===== src/pcpd_ram.sv =====
// ----------------------------------------------------------------------------
// pcpd_ram
// Generic single-write, single-read RAM with registered read data.
// ----------------------------------------------------------------------------
module pcpd_ram #(
    parameter int WIDTH = 8,
    parameter int DEPTH = 8
) (
    input  logic                                     clk,
    input  logic                                     we,
    input  logic [(DEPTH > 1 ? $clog2(DEPTH) : 1)-1:0] waddr,
    input  logic [WIDTH-1:0]                         wdata,
    input  logic                                     re,
    input  logic [(DEPTH > 1 ? $clog2(DEPTH) : 1)-1:0] raddr,
    output logic [WIDTH-1:0]                         rdata
);

    logic [WIDTH-1:0] mem [DEPTH];

    // write port and registered read port (read returns the old word)
    always_ff @(posedge clk)
    begin
        if (we)
        begin
            mem[waddr] <= wdata;
        end
        if (re)
        begin
            rdata <= mem[raddr];
        end
    end

endmodule


===== config.mk =====
export PLATFORM = sky130hd
export DESIGN_NAME = pcpd_ram
export DESIGN_NICKNAME = d
export VERILOG_FILES = /design/src/pcpd_ram.sv
export SDC_FILE = /design/constraint.sdc
export NUM_CORES = 1
export LEC_CHECK = 0
export ABC_CLOCK_PERIOD_IN_PS = 1800
export BUFFER_PORTS_ARGS = -buffer_cell sky130_fd_sc_hd__buf_2
export CAP_MARGIN = 20
export CORE_MARGIN = 3
export CORE_UTILIZATION = 58
export DETAILED_ROUTE_END_ITERATION = 8
export GPL_TIMING_DRIVEN = 0
export PLACE_DENSITY = 0.78
export SLEW_MARGIN = 20
export SYNTH_ARGS = -nofsm -noshare
export SYNTH_HDL_FRONTEND = slang
export SYNTH_SLANG_ARGS = --single-unit

===== constraint.sdc =====
create_clock -name clk -period 1.8 [get_ports clk]
set_input_delay 0.18 -clock clk [delete_from_list [all_inputs] [get_ports clk]]
set_output_delay 0.18 -clock clk [all_outputs]
set_load 0.01 [all_outputs]

* After elaboration in Yosys (flattened, before gate mapping)
Memory sizes are Yosys's and may differ from the RTL's. A register that Yosys moved wholly into a read port is not among the register bits.
Index checks and enable logic that the tools add are counted.
** Storage, ports and cells
- Logic and storage cells :: 3
- Output and inout bits :: 8
- RAM bits :: 64
- Flip-flop bits (word level) :: 0
- Input port bits :: 17
- Memories kept :: 1
** Memories
- mem :: depth 8, bits a word 8, rd ports 1, clocked after memory_dff 1, wr ports 1, RTL line 18 : logic [WIDTH-1:0] mem [DEPTH];
** Operators by class
- Multiplexer cells :: 2
** Operators with widths (count)
- two-way mux 1 bit :: 2

* Depth between registers and ports, before layout
Gate-level depths: netlist of the first run.
- Depth after elaboration :: 2
- Gate-level depth with buffers :: 4
- Mapped depth without buffers :: 2

* Worst setup path before layout of the first run
Ideal clock, no wire load.
- Kind :: input to register
- From :: input port raddr[0] (netlist bit)
- To :: register rdata[1], read port of mem (data pin)
- Setup slack :: 0.337 ns
- Arrival :: 1.203 ns
- Setup time :: 0.260 ns
- Buffers on the path :: 2
- Cell stages on the path :: 4
- Cells stage by stage :: buf_6 -> buf_12 -> mux4_1 -> mux2_2
** RTL lines
- from (decl) :: RTL line 14 : input logic [(DEPTH > 1 ? $clog2(DEPTH) : 1)-1:0] raddr,
- to (decl) :: RTL line 15 : output logic [WIDTH-1:0] rdata

==> results of run 1 <==
## final cells by class
| type | instances | area (um^2) | area share [%] |
|---|---|---|---|
| plain buffers | 5 | 43.8 | 1.42 |
| clock buffers | 9 | 124 | 4.01 |
| clock inverters | 3 | 13.8 | 0.446 |
| multi-input cells | 37 | 576 | 18.6 |
| flip-flops and latches | 72 | 2160 | 70.0 |
| well taps | 52 | 65.1 | 2.11 |
| repair buffers | 21 | 105 | 3.40 |
## per-layer routing
metal  wire (um)  GRT usage [%]  vias up
met1        1770           24.5      617
met2        2180           27.8       40
li1            -              -      555
met5           0              0        -
met4          74           8.89        0
met3         265           4.41        8
## worst max-delay path by stage
stage | depth (start not counted) | end | startpoint
global route | 4 | rdata[3] | raddr[2]
finish | 2 | rdata[3] | mem[2][3]
global placement | 3 | mem[0][7] | waddr[2]
detailed placement | 4 | rdata[3] | raddr[2]
floorplan | 4 | rdata[1] | raddr[0]
CTS | 2 | rdata[3] | mem[2][3]
## cell usage in the layout (no fill, tap or decap)
master,instances
nor2_1,6
clkinv_1,1
edfxtp_1,72
mux4_2,1
buf_6,1
nor3_2,2
buf_1,1
clkbuf_1,1
buf_2,22
mux4_1,15
clkbuf_8,9
nand2b_1,3
clkinv_2,2
mux2_2,8
nand2_1,2
buf_12,1
## flip-flops by register name, summed over array words and instances, names as in the netlist
signal and count:
rdata 8, mem 64
## metrics by stage
stage                     total power [mW]  cells  hold slack [ns]
after floorplan                       2.07    114            0.279
after global placement                2.14    187            0.437
after detailed placement              2.15    187            0.453
after CTS                             3.08    199            0.110
after global routing                  3.19    199            0.124
final                                 3.07    199            0.117
## worst max-delay path: stages, from the launching register on
cell and delay [ns]:
edfxtp_1 0.36, mux4_1 0.51, mux2_2 0.28
## cells by family after synthesis
kind of cell	Yosys count
buffers and inverters	5
DFF	72
muxes	24
and+or+nand+nor	13
## report_power, final
part           switching, mW  total [mW]  internal, mW
registers             0.0133        1.93          1.92
clock network          0.497       0.956         0.459
logic                 0.0934       0.182        0.0881
total                  0.604        3.07          2.46
==> results by group, run 1 <==
Status
  • Status: finished, final reports clean

Pwr
  • Leakage power: 1.06 nW
  • Peak supply drop: 0.000842 V
  • Power per Cell Area: 992 nW/um^2

Layout
  • Synth-to-Final Area Change: 11.5%
  • Filler Cells Inserted: 258
  • Nets: 163
  • Layout cells sized above 1: 31.3%
  • Design Area, Final: 3090 um^2
  • Ant. Diodes: 0
  • Fin util: 69.0%

Routing
  • Avg WL per Cell: 21.5 um
  • Vias/cell: 6.13
  • Initial DRC count: 77
  • Remaining DRCs: 0
  • DRT antenna net count: 0
  • Vias: 1,220
  • DR pass1 iterations: 4
  • WL final: 4290 um

Floorplanning
  • Row Count: 24
  • Initial core utilization: 61.9%
  • Total die area: 5640 um^2
  • Die width: 75.1 um
  • Die Height: 75.1 um
  • Core area: 4470 um^2
  • I/O pin count: 25

Clock network
  • TritonCTS clock tree: yes
  • Clock root buffer: clkbuf_8
  • TritonCTS Buffers: 9
  • Hold_buf cts: 0
  • Resized cells post-CTS: 0
  • CTS sink cnt: 72
  • Setup repair bufs after CTS: 0
  • CTS max path bufs: 2
  • H-tree depth: 3
  • Clock Pin Slew Worst Setup and Hold Paths: 0.06 ns
  • Clk Latency, worst-skew pair: 0.33 ns

Setup path
  • Internal reg-to-reg setup slack: 0.41 ns
  • CP required: 1.88 ns
  • Maximum fanout along the worst path: 1
  • Critical path class: reg2reg
  • CP Capture Type: flop
  • Crit start category: flop
  • Reg2reg path depth: 2
  • Reg-to-Reg Start: mem[2][3]
  • Crit path DAT: 1.48 ns
  • R2r endpoint: rdata[3]

Global route
  • GRT Total Usage: 18.1%
  • Largest net degree at the start of global routing: 11
  • First-pass GRT wire length: 6780 um
  • Initial antenna violation count: 0
  • Overflow after GRT: 0
  • Vias in the first global route: 1,252

Logic synthesis
  • Mapped Nets: 131
  • Synth top area share: 78.0%
  • Cell with the most instances after synthesis: edfxtp_1
  • Top post-synthesis cells by area: edfxtp_1 78%, mux4_1 14%, mux2_2 3.3%, mux4_2 0.81%, nor2_1 0.81%
  • Synthesized cell area: 2770 um^2
  • Synthesized flop and latch total: 72
  • Mux share of post-synthesis cell area: 18.3%
  • Largest area contributor in the netlist: edfxtp_1
  • Syn Area/Cell: 24.3 um^2
  • Post-synth EDFFs: 72
  • Synthesized-area fraction occupied by adder cells: 0%
  • Syn Inst Count: 114
  • Post-Synth Simple-Gate Area: 2.12%
  • Fraction of registers with async set/reset: 0%
  • Synth warn: 0
  • Sequential fraction of the synthesis area: 78.0%
  • Top post-synthesis cells by count: 72 x edfxtp_1, 15 x mux4_1, 8 x mux2_2
  • Synth Area in Compound Gates: 0%
  • Main combinational cell family by area after synthesis: multiplexers
  • Synth Area in XOR/XNOR: 0%
  • Post-synth cell types: 13
  • Synth Flop Type: edfxtp_1

Hold path
  • Worst Hold End: mem[1][3]
  • Worst hold stages: 1
  • Hold_sp: wdata[3]
  • Min-Delay Path Class: in2reg

Timing
  • Endpoints failing setup: 0
  • Maximum clock rate: 718 MHz
  • Rel. slew slack: 41.2%
  • Final hold vios: 0
  • Clk_skew: 0.0102 ns
  • Worst Slack Setup Final: 0.407 ns
  • Fin crit share: 77.4%
  • Setup TNS: 0 ns
  • Final slew viol count: 0
  • RSZ-0062 raised after global routing: false
  • Least-Margin Pin Slew: 0.878 ns
  • Min Clock Period, post-route: 1.39 ns

Placed design
  • DP Worst Slack: 0.0775 ns
  • Post-Place Cell Area: 2950 um^2
  • Number of port buffers: 21
  • Hpwl dp: 2820 um
  • RePlAce Congestion: 0.718

Flow run
  • MaxCap Viol Count: 0
(Power assumes the default switching activity.)
==> run 2, diff against run 1 <==
Settings changed: ABC_CLOCK_PERIOD_IN_PS 1800 to 1300.
Clock period 1.8 ns to 1.3 ns, I/O delays scaled along.
==> run 2 against run 1 <==
Against the previous run:
- the run now ends with setup timing left
- fmax up 2.1%
- first-iteration DRC count up 2.6%
- sequential share of layout area up 0.63 points
- critical path type unchanged
- largest cell class unchanged
- design area down 0.89%
==> results by group, run 2 (synthesized netlist as in run 1, its figures left out) <==
Setup path
  • Maximum fanout along the worst path: 1
  • Critical path cell sequence: mux4_2 -> mux2_4
  • Slowest cell on crit path: mux4_2
  • Critical path class: reg2reg
  • Crit start category: flop
  • CP required: 1.38 ns
  • Max incr delay on CP: 0.47 ns
  • CP Capture Type: flop
  • Crit path DAT: 1.44 ns

Routing
  • WL final: 4360 um
  • Initial DRC count: 79
  • Remaining DRCs: 0
  • DRT antenna net count: 0
  • Vias: 1,196
  • DR pass1 iterations: 4
  • Avg WL per Cell: 21.8 um
  • Vias/cell: 5.98

Clock network
  • TritonCTS Buffers: 9
  • Setup repair bufs after CTS: 0
  • Hold_buf cts: 0
  • H-tree depth: 3
  • TritonCTS clock tree: yes
  • Clock Pin Slew Worst Setup and Hold Paths: 0.06 ns
  • Resized cells post-CTS: 7
  • CTS sink cnt: 72
  • CTS max path bufs: 2
  • Clock root buffer: clkbuf_8
  • Clk Latency, worst-skew pair: 0.33 ns

Timing
  • RSZ-0062 raised after global routing: true
  • Fin crit share: 105%
  • Endpoints failing setup: 8
  • Hold slack: 0.0571 ns
  • Final hold vios: 0
  • Least-Margin Pin Slew: 0.882 ns
  • Maximum clock rate: 733 MHz
  • Rel. slew slack: 40.9%
  • Min Clock Period, post-route: 1.36 ns
  • Clk_skew: 0.00523 ns
  • Final slew viol count: 0
  • Worst Slack Setup Final: -0.0642 ns

Floorplanning
  • Die Height: 75.1 um
  • Core area: 4470 um^2
  • Row Count: 24
  • Die width: 75.1 um
  • I/O pin count: 25
  • Initial core utilization: 61.9%
  • Total die area: 5640 um^2

Global route
  • Met1 Usage GRT: 25.1%
  • Largest net degree at the start of global routing: 11
  • First-pass GRT wire length: 6820 um
  • GR Util met3: 5.21%
  • Initial antenna violation count: 0
  • GRT Max-Usage Layer: met2
  • Vias in the first global route: 1,251
  • GRT Total Usage: 18.8%
  • Overflow after GRT: 0
  • Grt met2 use: 27.9%

Layout
  • Synth-to-Final Area Change: 10.5%
  • Most flop-heavy register: mem
  • Ant. Diodes: 0
  • Top Registers: mem x64, rdata x8
  • Commonest non-fill, non-tap cell in the layout: edfxtp_1
  • Fin util: 68.4%
  • Fin cells: 200
  • Most frequent cells in the layout: 72 x edfxtp_1, 21 x buf_2, 16 x mux4_2, 9 x clkbuf_8, 6 x nor2_1
  • Max reg flops: 64
  • Filler Cells Inserted: 289
  • Nets: 163
  • Layout cells sized above 1: 40.5%

Status
  • Failing checks: setup timing
  • Status: finished with violations

Placed design
  • Hpwl dp: 2780 um
  • RePlAce Congestion: 0.741
  • DP Worst Slack: -0.395 ns
  • Placed Cells: 187
  • Number of port buffers: 21

Pwr
  • Switching share of power: 19.7%
  • Combinational share of power: 6.5%
  • Leakage power: 1.02 nW
  • Flop pwr share: 62.4%
  • Switch Pwr: 0.844 mW
  • Power per Cell Area: 1400 nW/um^2
  • Clock share of power: 31.1%
  • Peak supply drop: 0.000789 V
  • Pint: 3.44 mW

Hold path
  • Min-Delay Path Class: in2reg

Flow run
  • MaxCap Viol Count: 0
## run 2: power by group through the flow
| stage | combinational [mW] | clock, mW | sequential [mW] |
|---|---|---|---|
| after global placement | 0.256 | 0 | 2.71 |
| after CTS | 0.277 | 1.35 | 2.67 |
| after detailed placement | 0.269 | 0 | 2.72 |
| after global routing | 0.304 | 1.47 | 2.68 |
| final | 0.277 | 1.33 | 2.67 |
| after floorplan | 0.150 | 0 | 2.73 |
## run 2: cell type report
class	count	area, um^2	area share, %
Clock inverter	3	12.5	0.409
Timing Repair Buffer	21	105	3.43
Multi-Input combinational cell	37	534	17.4
Clock buffer	10	128	4.17
Sequential cell	72	2160	70.6
Buffer	5	55.1	1.80
Tap cell	52	65.1	2.13
## run 2: worst paths after layout
path,start,to,slack [ns],cells after the start
worst max-delay path,mem[6][2],rdata[2],-0.06,2
worst min-delay path,wdata[4],mem[5][4],0.06,1
worst max register to register,mem[6][2],rdata[2],-0.06,2
worst min register to register,mem[6][4],rdata[4],0.76,2
## run 2: stage by stage
| stage | area [um^2] | setup TNS (ns) | power [mW] |
|---|---|---|---|
| after global placement | 2920 | -15.12 | 2.97 |
| after global routing | 3060 | -0.676 | 4.45 |
| after CTS | 3060 | -0.499 | 4.30 |
| final | 3060 | -0.416 | 4.28 |
| after detailed placement | 2930 | -14.93 | 2.99 |
| after floorplan | 2750 | -0.450 | 2.88 |
## run 2: critical path: cells and delay by family (launching register included)
family  cells  cell delay (ns)
flops       1             0.37
mux         2             0.75
## run 2: per-layer routing
metal	vias to the layer above	wire length (um)
met5	-	0
met4	0	110
met3	11	217
met2	36	2120
met1	613	1910
li1	536	-
